==> config.mk <==
export PLATFORM = sky130hd
export DESIGN_NAME = content_range_parser_core_flat
export DESIGN_NICKNAME = d
export VERILOG_FILES = /design/src/rtl/crp_pkg.sv /design/src/rtl/crp_stream_if.sv /design/src/rtl/content_range_parser_core.sv /design/src/flat_wrapper.sv
export SDC_FILE = /design/constraint.sdc
export NUM_CORES = 1
export LEC_CHECK = 0
export BUFFER_PORTS_ARGS = -buffer_cell sky130_fd_sc_hd__buf_2
export CAP_MARGIN = 40
export CORE_AREA = 2 2 221 223
export CTS_CLUSTER_DIAMETER = 30
export CTS_CLUSTER_SIZE = 12
export DETAILED_ROUTE_END_ITERATION = 7
export DIE_AREA = 0 0 223 225
export SYNTH_ARGS = -nofsm -noshare
export SYNTH_HDL_FRONTEND = slang
export SYNTH_SLANG_ARGS = --single-unit
==> constraint.sdc <==
create_clock -name clock -period 10.22 [get_ports clock]
set_input_delay 0.511 -clock clock [delete_from_list [all_inputs] [get_ports clock]]
set_output_delay 0.511 -clock clock [all_outputs]
set_load 0.1 [all_outputs]
==> src/rtl/crp_pkg.sv <==
`default_nettype none

package crp_pkg;

   // Payload widths fixed by the channel format
   localparam int unsigned CHAR_W      = 8;
   localparam int unsigned UNIT_TEXT_W = 64;
   localparam int unsigned UNIT_LEN_W  = 4;
   localparam int unsigned POS_W       = 32;

   // Defaults for the top-level parameters
   localparam int unsigned DEF_MAX_UNIT_CHARS = 8;
   localparam int unsigned DEF_NUMBER_BITS    = 31;

   // Characters of the header grammar
   localparam logic [CHAR_W-1:0] CHAR_SPACE  = 8'h20;
   localparam logic [CHAR_W-1:0] CHAR_STAR   = 8'h2A;
   localparam logic [CHAR_W-1:0] CHAR_DASH   = 8'h2D;
   localparam logic [CHAR_W-1:0] CHAR_SLASH  = 8'h2F;
   localparam logic [CHAR_W-1:0] DIGIT_FIRST = 8'd48;
   localparam logic [CHAR_W-1:0] DIGIT_LIMIT = 8'd58;
   localparam logic [CHAR_W-1:0] UPPER_FIRST = 8'd65;
   localparam logic [CHAR_W-1:0] UPPER_LAST  = 8'd90;
   localparam logic [CHAR_W-1:0] LOWER_FIRST = 8'd97;
   localparam logic [CHAR_W-1:0] LOWER_LAST  = 8'd122;

   // Parse phases
   typedef enum logic [3:0] {
      PH_UNIT_FIRST,
      PH_UNIT,
      PH_GAP,
      PH_START,
      PH_STAR,
      PH_DASH,
      PH_END,
      PH_SLASH,
      PH_LEN,
      PH_LEN_STAR,
      PH_STAR_SLASH,
      PH_ERROR
   } phase_type;

endpackage

`default_nettype wire

==> src/rtl/crp_stream_if.sv <==
`default_nettype none

// Character channel into the parser
interface crp_req_if;
   import crp_pkg::*;
   logic              valid;
   logic              ready;
   logic [CHAR_W-1:0] char_code;
   logic              last_char;

   modport source (output valid, output char_code, output last_char, input ready);
   modport sink   (input valid, input char_code, input last_char, output ready);
endinterface

// Parse result channel
interface crp_rsp_if;
   import crp_pkg::*;
   logic                    valid;
   logic                    ready;
   logic                    ok;
   logic [UNIT_TEXT_W-1:0]  unit_text;
   logic [UNIT_LEN_W-1:0]   unit_length;
   logic                    unit_truncated;
   logic signed [POS_W-1:0] range_start;
   logic signed [POS_W-1:0] range_end;
   logic signed [POS_W-1:0] total_length;

   modport source (output valid, output ok, output unit_text, output unit_length,
                   output unit_truncated, output range_start, output range_end,
                   output total_length, input ready);
   modport sink   (input valid, input ok, input unit_text, input unit_length,
                   input unit_truncated, input range_start, input range_end,
                   input total_length, output ready);
endinterface

`default_nettype wire

==> src/rtl/content_range_parser_core.sv <==
`default_nettype none
// Content-Range parser: one character word per cycle, no bubbles.
// The result word is registered and is valid in the cycle after the final character is accepted.
// Throughput: 1 character per cycle; req stalls only while a result is held and
// rsp ready is low (single result register).
// Reset: synchronous, clears parse phase, unit letters, accumulators and result valid.

module content_range_parser_core #(
   parameter int unsigned MAX_UNIT_CHARS = crp_pkg::DEF_MAX_UNIT_CHARS,
   parameter int unsigned NUMBER_BITS    = crp_pkg::DEF_NUMBER_BITS
) (
   input  wire logic  clock,
   input  wire logic  reset,
   crp_req_if.sink    req_if,
   crp_rsp_if.source  rsp_if
);
   import crp_pkg::*;

   localparam int unsigned NB = NUMBER_BITS;
   localparam logic [NB-1:0] NUM_MAX = '1;
   localparam logic [UNIT_LEN_W-1:0] UNIT_CAP = UNIT_LEN_W'(MAX_UNIT_CHARS);

   // Multiply by ten, add one digit, saturate at the accumulator maximum
   function automatic logic [NB-1:0] acc_step(input logic [NB-1:0] acc,
                                               input logic [3:0] digit);
      logic [NB+3:0] wide;
      wide = ({4'b0000, acc} << 3) + ({4'b0000, acc} << 1) + (NB+4)'(digit);
      if (wide > {4'b0000, NUM_MAX}) begin
         return NUM_MAX;
      end
      return wide[NB-1:0];
   endfunction

   // Parse state
   phase_type               phase_ff, phase_in, phase_adv;
   logic [UNIT_TEXT_W-1:0]  unit_store_ff, unit_store_in, unit_store_adv;
   logic [UNIT_LEN_W-1:0]   unit_count_ff, unit_count_in, unit_count_adv;
   logic                    unit_ovf_ff, unit_ovf_in, unit_ovf_adv;
   logic [NB-1:0]           start_ff, start_in, start_adv;
   logic [NB-1:0]           end_ff, end_in, end_adv;
   logic [NB-1:0]           len_ff, len_in, len_adv;
   logic                    rstar_ff, rstar_in, rstar_adv;
   logic                    lstar_ff, lstar_in, lstar_adv;

   // Result register
   logic                    rsp_valid_ff;
   logic                    ok_ff;
   logic [UNIT_TEXT_W-1:0]  text_ff;
   logic [UNIT_LEN_W-1:0]   ulen_ff;
   logic                    utrunc_ff;
   logic [POS_W-1:0]        rstart_ff, rend_ff, total_ff;

   logic              req_accept;
   logic [CHAR_W-1:0] c;
   logic              is_letter, is_digit, is_space, is_star, is_dash, is_slash;
   logic [3:0]        digit;
   logic              take_letter, take_start, take_end, take_len, set_rstar, set_lstar;
   logic              ok_adv;
   logic [63:0]       start_ext, end_ext, len_ext;

   // Accept a word whenever the result register is free or draining
   assign req_if.ready = !rsp_valid_ff || rsp_if.ready;
   assign req_accept   = req_if.valid && req_if.ready;

   // Classify the incoming character
   assign c         = req_if.char_code;
   assign is_letter = (c >= UPPER_FIRST && c <= UPPER_LAST) ||
                      (c >= LOWER_FIRST && c <= LOWER_LAST);
   assign is_digit  = (c >= DIGIT_FIRST) && (c < DIGIT_LIMIT);
   assign is_space  = (c == CHAR_SPACE);
   assign is_star   = (c == CHAR_STAR);
   assign is_dash   = (c == CHAR_DASH);
   assign is_slash  = (c == CHAR_SLASH);
   assign digit     = c[3:0];

   // Next parse phase
   always_comb begin
      phase_adv = PH_ERROR;
      unique case (phase_ff)
         PH_UNIT_FIRST: begin
            if (is_letter) phase_adv = PH_UNIT;
         end
         PH_UNIT: begin
            if (is_letter)     phase_adv = PH_UNIT;
            else if (is_space) phase_adv = PH_GAP;
         end
         PH_GAP: begin
            if (is_space)      phase_adv = PH_GAP;
            else if (is_digit) phase_adv = PH_START;
            else if (is_star)  phase_adv = PH_STAR;
         end
         PH_START: begin
            if (is_digit)     phase_adv = PH_START;
            else if (is_dash) phase_adv = PH_DASH;
         end
         PH_STAR: begin
            if (is_slash) phase_adv = PH_STAR_SLASH;
         end
         PH_DASH: begin
            if (is_digit) phase_adv = PH_END;
         end
         PH_END: begin
            if (is_digit)      phase_adv = PH_END;
            else if (is_slash) phase_adv = PH_SLASH;
         end
         PH_SLASH: begin
            if (is_digit)     phase_adv = PH_LEN;
            else if (is_star) phase_adv = PH_LEN_STAR;
         end
         PH_STAR_SLASH, PH_LEN: begin
            if (is_digit) phase_adv = PH_LEN;
         end
         default: phase_adv = PH_ERROR;
      endcase
   end

   // Datapath controls for the current phase
   always_comb begin
      take_letter = 1'b0;
      take_start  = 1'b0;
      take_end    = 1'b0;
      take_len    = 1'b0;
      set_rstar   = 1'b0;
      set_lstar   = 1'b0;
      unique case (phase_ff)
         PH_UNIT_FIRST, PH_UNIT:     take_letter = is_letter;
         PH_GAP: begin
            take_start = is_digit;
            set_rstar  = is_star;
         end
         PH_START:                   take_start = is_digit;
         PH_DASH, PH_END:            take_end   = is_digit;
         PH_SLASH: begin
            take_len  = is_digit;
            set_lstar = is_star;
         end
         PH_STAR_SLASH, PH_LEN:      take_len   = is_digit;
         default: ;
      endcase
   end

   // Apply the character to letters and accumulators
   always_comb begin
      unit_store_adv = unit_store_ff;
      unit_count_adv = unit_count_ff;
      unit_ovf_adv   = unit_ovf_ff;
      if (take_letter) begin
         if (unit_count_ff < UNIT_CAP) begin
            unit_store_adv = unit_store_ff |
               (UNIT_TEXT_W'(c) << {unit_count_ff[2:0], 3'b000});
            unit_count_adv = unit_count_ff + UNIT_LEN_W'(1);
         end else begin
            unit_ovf_adv = 1'b1;
         end
      end
      start_adv = take_start ? acc_step(start_ff, digit) : start_ff;
      end_adv   = take_end   ? acc_step(end_ff, digit)   : end_ff;
      len_adv   = take_len   ? acc_step(len_ff, digit)   : len_ff;
      rstar_adv = rstar_ff || set_rstar;
      lstar_adv = lstar_ff || set_lstar;
   end

   // Drop back to the start state after the final character
   always_comb begin
      if (req_if.last_char) begin
         phase_in      = PH_UNIT_FIRST;
         unit_store_in = '0;
         unit_count_in = '0;
         unit_ovf_in   = 1'b0;
         start_in      = '0;
         end_in        = '0;
         len_in        = '0;
         rstar_in      = 1'b0;
         lstar_in      = 1'b0;
      end else begin
         phase_in      = phase_adv;
         unit_store_in = unit_store_adv;
         unit_count_in = unit_count_adv;
         unit_ovf_in   = unit_ovf_adv;
         start_in      = start_adv;
         end_in        = end_adv;
         len_in        = len_adv;
         rstar_in      = rstar_adv;
         lstar_in      = lstar_adv;
      end
   end

   assign ok_adv    = (phase_adv == PH_LEN) || (phase_adv == PH_LEN_STAR);
   assign start_ext = 64'(start_adv);
   assign end_ext   = 64'(end_adv);
   assign len_ext   = 64'(len_adv);

   // Advance parse state on each accepted word
   always_ff @(posedge clock) begin
      if (reset) begin
         phase_ff      <= PH_UNIT_FIRST;
         unit_store_ff <= '0;
         unit_count_ff <= '0;
         unit_ovf_ff   <= 1'b0;
         start_ff      <= '0;
         end_ff        <= '0;
         len_ff        <= '0;
         rstar_ff      <= 1'b0;
         lstar_ff      <= 1'b0;
      end else if (req_accept) begin
         phase_ff      <= phase_in;
         unit_store_ff <= unit_store_in;
         unit_count_ff <= unit_count_in;
         unit_ovf_ff   <= unit_ovf_in;
         start_ff      <= start_in;
         end_ff        <= end_in;
         len_ff        <= len_in;
         rstar_ff      <= rstar_in;
         lstar_ff      <= lstar_in;
      end
   end

   // Hold the result word until taken
   always_ff @(posedge clock) begin
      if (reset) begin
         rsp_valid_ff <= 1'b0;
      end else if (req_accept && req_if.last_char) begin
         rsp_valid_ff <= 1'b1;
      end else if (rsp_if.ready) begin
         rsp_valid_ff <= 1'b0;
      end
   end

   // Load result payload; zero every field of a rejected value
   always_ff @(posedge clock) begin
      if (req_accept && req_if.last_char) begin
         ok_ff     <= ok_adv;
         text_ff   <= ok_adv ? unit_store_adv : '0;
         ulen_ff   <= ok_adv ? unit_count_adv : '0;
         utrunc_ff <= ok_adv && unit_ovf_adv;
         rstart_ff <= !ok_adv ? '0 : (rstar_adv ? '1 : start_ext[POS_W-1:0]);
         rend_ff   <= !ok_adv ? '0 : (rstar_adv ? '1 : end_ext[POS_W-1:0]);
         total_ff  <= !ok_adv ? '0 : (lstar_adv ? '1 : len_ext[POS_W-1:0]);
      end
   end

   assign rsp_if.valid          = rsp_valid_ff;
   assign rsp_if.ok             = ok_ff;
   assign rsp_if.unit_text      = text_ff;
   assign rsp_if.unit_length    = ulen_ff;
   assign rsp_if.unit_truncated = utrunc_ff;
   assign rsp_if.range_start    = $signed(rstart_ff);
   assign rsp_if.range_end      = $signed(rend_ff);
   assign rsp_if.total_length   = $signed(total_ff);

   // Checks
   a_final_restarts: assert property (@(posedge clock) disable iff (reset)
      req_accept && req_if.last_char |=> phase_ff == PH_UNIT_FIRST && rsp_valid_ff)
      else $error("parser did not restart after final character");

   a_reject_zero: assert property (@(posedge clock) disable iff (reset)
      rsp_valid_ff && !ok_ff |-> text_ff == '0 && ulen_ff == '0 && !utrunc_ff &&
                                 rstart_ff == '0 && rend_ff == '0 && total_ff == '0)
      else $error("rejected result carries nonzero fields");

   a_unit_len: assert property (@(posedge clock) disable iff (reset)
      rsp_valid_ff |-> ulen_ff <= UNIT_CAP)
      else $error("unit length beyond capacity");

   a_ready_free: assert property (@(posedge clock) disable iff (reset)
      !rsp_valid_ff |-> req_if.ready)
      else $error("input stalled with an empty result register");

endmodule

`default_nettype wire

==> src/flat_wrapper.sv <==
// flat-port wrapper written by rule: the top's interface ports become plain ports
module content_range_parser_core_flat import crp_pkg::*;
#(
   parameter int unsigned MAX_UNIT_CHARS = crp_pkg::DEF_MAX_UNIT_CHARS,
   parameter int unsigned NUMBER_BITS    = crp_pkg::DEF_NUMBER_BITS
)
  (clock, reset, req_if_valid, req_if_char_code, req_if_last_char, req_if_ready, rsp_if_valid, rsp_if_ok, rsp_if_unit_text, rsp_if_unit_length, rsp_if_unit_truncated, rsp_if_range_start, rsp_if_range_end, rsp_if_total_length, rsp_if_ready);
  crp_req_if req_if_i ();
  crp_rsp_if rsp_if_i ();
  input  wire logic clock;
  input  wire logic reset;
  input wire logic [$bits(req_if_i.valid)-1:0] req_if_valid;
  input wire logic [$bits(req_if_i.char_code)-1:0] req_if_char_code;
  input wire logic [$bits(req_if_i.last_char)-1:0] req_if_last_char;
  output wire logic [$bits(req_if_i.ready)-1:0] req_if_ready;
  output wire logic [$bits(rsp_if_i.valid)-1:0] rsp_if_valid;
  output wire logic [$bits(rsp_if_i.ok)-1:0] rsp_if_ok;
  output wire logic [$bits(rsp_if_i.unit_text)-1:0] rsp_if_unit_text;
  output wire logic [$bits(rsp_if_i.unit_length)-1:0] rsp_if_unit_length;
  output wire logic [$bits(rsp_if_i.unit_truncated)-1:0] rsp_if_unit_truncated;
  output wire logic [$bits(rsp_if_i.range_start)-1:0] rsp_if_range_start;
  output wire logic [$bits(rsp_if_i.range_end)-1:0] rsp_if_range_end;
  output wire logic [$bits(rsp_if_i.total_length)-1:0] rsp_if_total_length;
  input wire logic [$bits(rsp_if_i.ready)-1:0] rsp_if_ready;
  assign req_if_i.valid = req_if_valid;
  assign req_if_i.char_code = req_if_char_code;
  assign req_if_i.last_char = req_if_last_char;
  assign req_if_ready = req_if_i.ready;
  assign rsp_if_valid = rsp_if_i.valid;
  assign rsp_if_ok = rsp_if_i.ok;
  assign rsp_if_unit_text = rsp_if_i.unit_text;
  assign rsp_if_unit_length = rsp_if_i.unit_length;
  assign rsp_if_unit_truncated = rsp_if_i.unit_truncated;
  assign rsp_if_range_start = rsp_if_i.range_start;
  assign rsp_if_range_end = rsp_if_i.range_end;
  assign rsp_if_total_length = rsp_if_i.total_length;
  assign rsp_if_i.ready = rsp_if_ready;
  content_range_parser_core #(.MAX_UNIT_CHARS(MAX_UNIT_CHARS), .NUMBER_BITS(NUMBER_BITS)) u_core (.clock(clock), .reset(reset), .req_if(req_if_i), .rsp_if(rsp_if_i));
endmodule
==> qor.yml <==
global_route:
  grt_pass1_wl_mm: 81.83
  grt_usage_pct: 20.19
  antenna_found_initial: 3
  grt_overflow: 0
  grt_start_max_net_pins: 71
  grt_pass1_vias: 15682
flow_run:
  cap_violations: 0
place:
  dpl.cell_count: 2784
  portBuffers: 180
  gp_congestion: 0.8945
  dp_hpwl_mm: 35.10
  post_dp_cell_area_um2: 20390
sta:
  period_needed_ns: 4.806
  slew_violations: 0
  fin_worst_skew_ns: 0.02365
  hold_viol: 0
  fin_tns_setup_ns: 0
  finalSetupViolCount: 0
  fin_hold_ws_ns: 0.3062
  relSlewSlack_pct: 37.65
  fin_crit_sh_pct: 47.02
  grt_setup_unrepaired: "no"
  fmax_ghz: 0.2081
  worst_slew_pin_slew_ns: 0.9231
synthesis:
  ys_ff_latch: 334
  synthAdderAreaFrac_pct: 12.76
  yosys.area_share.simple_pct: 14.32
  async_flop_share_pct: 0
  yosys.cell_types.count: 79
  synthFlopType: "dfxtp_1"
  yosys_warnings: 0
  synth_edf_count: 165
  syn_inst: 2093
  synth_top_family_by_area: "compound AO/OA/AOI/OAI gates"
  yosys.area_share.xor_xnor_pct: 3.691
  synth_seq_area_share_pct: 43.93
  syn-mean-instance-area_um2: 9.069
  netlist_area_um2: 18980
  syn_nets: 2296
  synth.area.mux_share_pct: 0.3230
  synth-compound-area-share_pct: 21.03
setup_path:
  cp_slowest_cell: "nor4b_4"
  crit_required_ns: 10.70
  cp_top_family: "compound AO/OA/AOI/OAI gates"
  path_buf_inv: 4
  path_cells: "buf_2 > inv_1 > fa_1 > inv_1 > ha_1 > a21oi_1 > o221ai_1 > a211oi_1 > o21ai_0 > a211o_1 > a311oi_1 > o21ai_0 > nor4b_4 > buf_4 > a21oi_1"
  startpoint_type: "input port"
  critPathKind: "input port to register"
  arrival_ns: 5.28
  endpoint_kind: "register"
  slowest_delay_ns: 0.80
  crit_fanout: 18
floorplan:
  fp.dieW_um: 223
  die_y_um: 225
  initial_core_util_pct: 39.92
  row_count: 80
  dieArea_um2: 50180
  ioPinCount: 181
  core_um2: 47550
route:
  wl_met3_mm: 2.950
  ant_nets: 0
  route.met2.wl_mm: 23.12
  drt_wl_total_mm: 51.02
  dr.first_iter.drc_count: 1158
  routed.top_layer: "met5"
  vias: 16150
  m1WireLength_mm: 23.46
  viasPerCell: 5.518
  drc: 0
  drtPass1Iterations: 6
  routedWlPerCell_um: 17.43
clocking:
  cts_buffers: 76
  max-clock-path-buffers: 3
  path_clk_slew_ns: 0.05
  cts.htree.levels: 3
  ctsHoldBuffers: 0
  clk_latency_ns: 0.60
  ctsResizeCount: 0
  cts_tree: "yes"
  cts-root-buf: "clkbuf_16"
  clock_sink_count: 334
  post-cts-setup-buffer-count: 0
power_and_ir_drop:
  total_power_mw: 4.222
  peakVddDrop_v: 0.0001136
  pwr_density_cell_nw_per_um2: 183.5
  p_leak_nw: 9.692
finish:
  design_area_um2: 23010
  drive_gt1_share_pct: 15.92
  final_nets: 2450
  instances_no_fill: 2927
  areaGrowthSynthToFinish_pct: 21.20
  fill_cells: 4484
run_status:
  outcome: "completed"
min_path:
  worst_hold_path_type: "input port to register"
==> worst paths after layout <==
check | startpoint | end | slack (ns) | cells past startpoint
worst max-delay path | req_if_char_code[3] | u_core.end_ff[24] | 5.41 | 15
worst min-delay path | reset | u_core.unit_count_ff[0] | 0.31 | 2
worst max register to register | u_core.len_ff[0] | u_core.rsp_if.total_length[7] | 5.64 | 13
worst min register to register | u_core.unit_store_ff[63] | u_core.unit_store_ff[63] | 0.45 | 1
==> kinds of logic after synthesis <==
group | Yosys count
flip-flops | 334
AND/OR/NAND/NOR | 617
multiplexers | 6
adder cells (fa/ha/maj) | 190
AO/OA/AOI/OAI | 680
buffers and inverters | 186
XOR/XNOR | 80
==> cell usage in the layout, fill, tap and decap left out, drive strengths merged, types with 7 or more instances in the layout <==
| cell type | synthesis | layout |
|---|---|---|
| nor2 | 357 | 357 |
| a21oi | 271 | 271 |
| o21ai | 209 | 209 |
| buf | 23 | 202 |
| ha | 184 | 184 |
| dfxtp | 169 | 169 |
| edfxtp | 165 | 165 |
| nand2 | 93 | 93 |
| clkbuf | 103 | 90 |
| inv | 60 | 69 |
| xnor2 | 46 | 46 |
| nand3 | 34 | 34 |
| xor2 | 34 | 34 |
| a21o | 32 | 32 |
| nor3 | 24 | 24 |
| nand2b | 23 | 23 |
| a22oi | 23 | 23 |
| clkinv | 0 | 23 |
| a211oi | 21 | 21 |
| and2 | 21 | 21 |
| o211ai | 15 | 15 |
| a31oi | 14 | 14 |
| clkinvlp | 0 | 14 |
| nand4 | 13 | 13 |
| o21bai | 12 | 12 |
| and3 | 11 | 11 |
| nor2b | 10 | 10 |
| o21a | 8 | 8 |
| nor4 | 8 | 8 |
| o31ai | 7 | 7 |
==> where the power goes <==
part | leakage [nW] | internal (mW) | switching, mW
sequential | 2.94 | 1.43 | 0.0125
clock | 1.24 | 1.62 | 0.817
combinational | 5.51 | 0.0442 | 0.298
==> synthesized netlist by cell type, types with 4 or more instances <==
| library cell | number | area share (%) |
|---|---|---|
| a2111oi_0 | 4 | 0.18 |
| inv_1 | 59 | 1.2 |
| a211oi_1 | 21 | 0.83 |
| nand2_1 | 93 | 1.8 |
| xor2_1 | 34 | 1.6 |
| and2_1 | 20 | 0.66 |
| nor4_1 | 8 | 0.26 |
| o31ai_1 | 7 | 0.28 |
| o2111ai_1 | 5 | 0.23 |
| clkbuf_1 | 103 | 2.0 |
| a21oi_1 | 271 | 7.1 |
| edfxtp_1 | 165 | 26 |
| nor2b_1 | 10 | 0.33 |
| o41ai_1 | 4 | 0.18 |
| a21boi_0 | 4 | 0.16 |
| xnor2_1 | 46 | 2.1 |
| a211o_1 | 5 | 0.23 |
| buf_2 | 16 | 0.42 |
| mux2i_1 | 5 | 0.26 |
| o211ai_1 | 15 | 0.59 |
| a311oi_1 | 4 | 0.18 |
| nand4_1 | 13 | 0.43 |
| a31oi_1 | 14 | 0.46 |
| a21o_1 | 32 | 1.3 |
| o21ai_0 | 198 | 5.2 |
| and3_1 | 11 | 0.36 |
| dfxtp_1 | 169 | 18 |
| a22oi_1 | 23 | 0.91 |
| nor3_1 | 23 | 0.61 |
| a41oi_1 | 4 | 0.18 |
| fa_1 | 6 | 0.63 |
| nor2_1 | 356 | 7.0 |
| a31o_2 | 4 | 0.18 |
| nand3_1 | 34 | 0.90 |
| o21a_1 | 8 | 0.32 |
| or3_1 | 4 | 0.13 |
| o21bai_1 | 12 | 0.47 |
| ha_1 | 184 | 12 |
| nor3b_1 | 4 | 0.16 |
| o21ai_1 | 11 | 0.29 |
| nand2b_1 | 23 | 0.76 |
==> registers in the layout (all words and copies together) (netlist names), 31 cells and up <==
name and cells:
u_core.end_ff 31, u_core.len_ff 31, u_core.rsp_if.range_end 32, u_core.rsp_if.range_start 31
u_core.rsp_if.total_length 32, u_core.rsp_if.unit_text 64, u_core.start_ff 31, u_core.unit_store_ff 64
==> stage by stage <==
step	setup WS (ns)	util [%]
2_1_floorplan	3.230	-
3_3_place_gp	4.952	42.69
3_5_place_dp	4.754	42.89
4_1_cts	5.382	48.38
5_1_grt	4.933	48.39
6_report	5.414	48.39
==> layer usage <==
layer	vias to the layer above	global-route usage, %
met3	108	4.068
met4	4	8.746
met5	-	0
li1	7917	-
met1	7693	26.84
met2	428	31.98
==> area by class of cell <==
cell class	instances	area (µm²)	area share, %
diodes	1	2.502	0.01088
clock buffers	90	2079	9.039
clock inverters	52	530.5	2.306
inverters	60	235.2	1.022
multi-input cells	1573	9932	43.17
flip-flops and latches	334	8338	36.24
well taps	615	769.5	3.345
repair buffers	202	1119	4.862
Power figures use the tool's default switching activity.
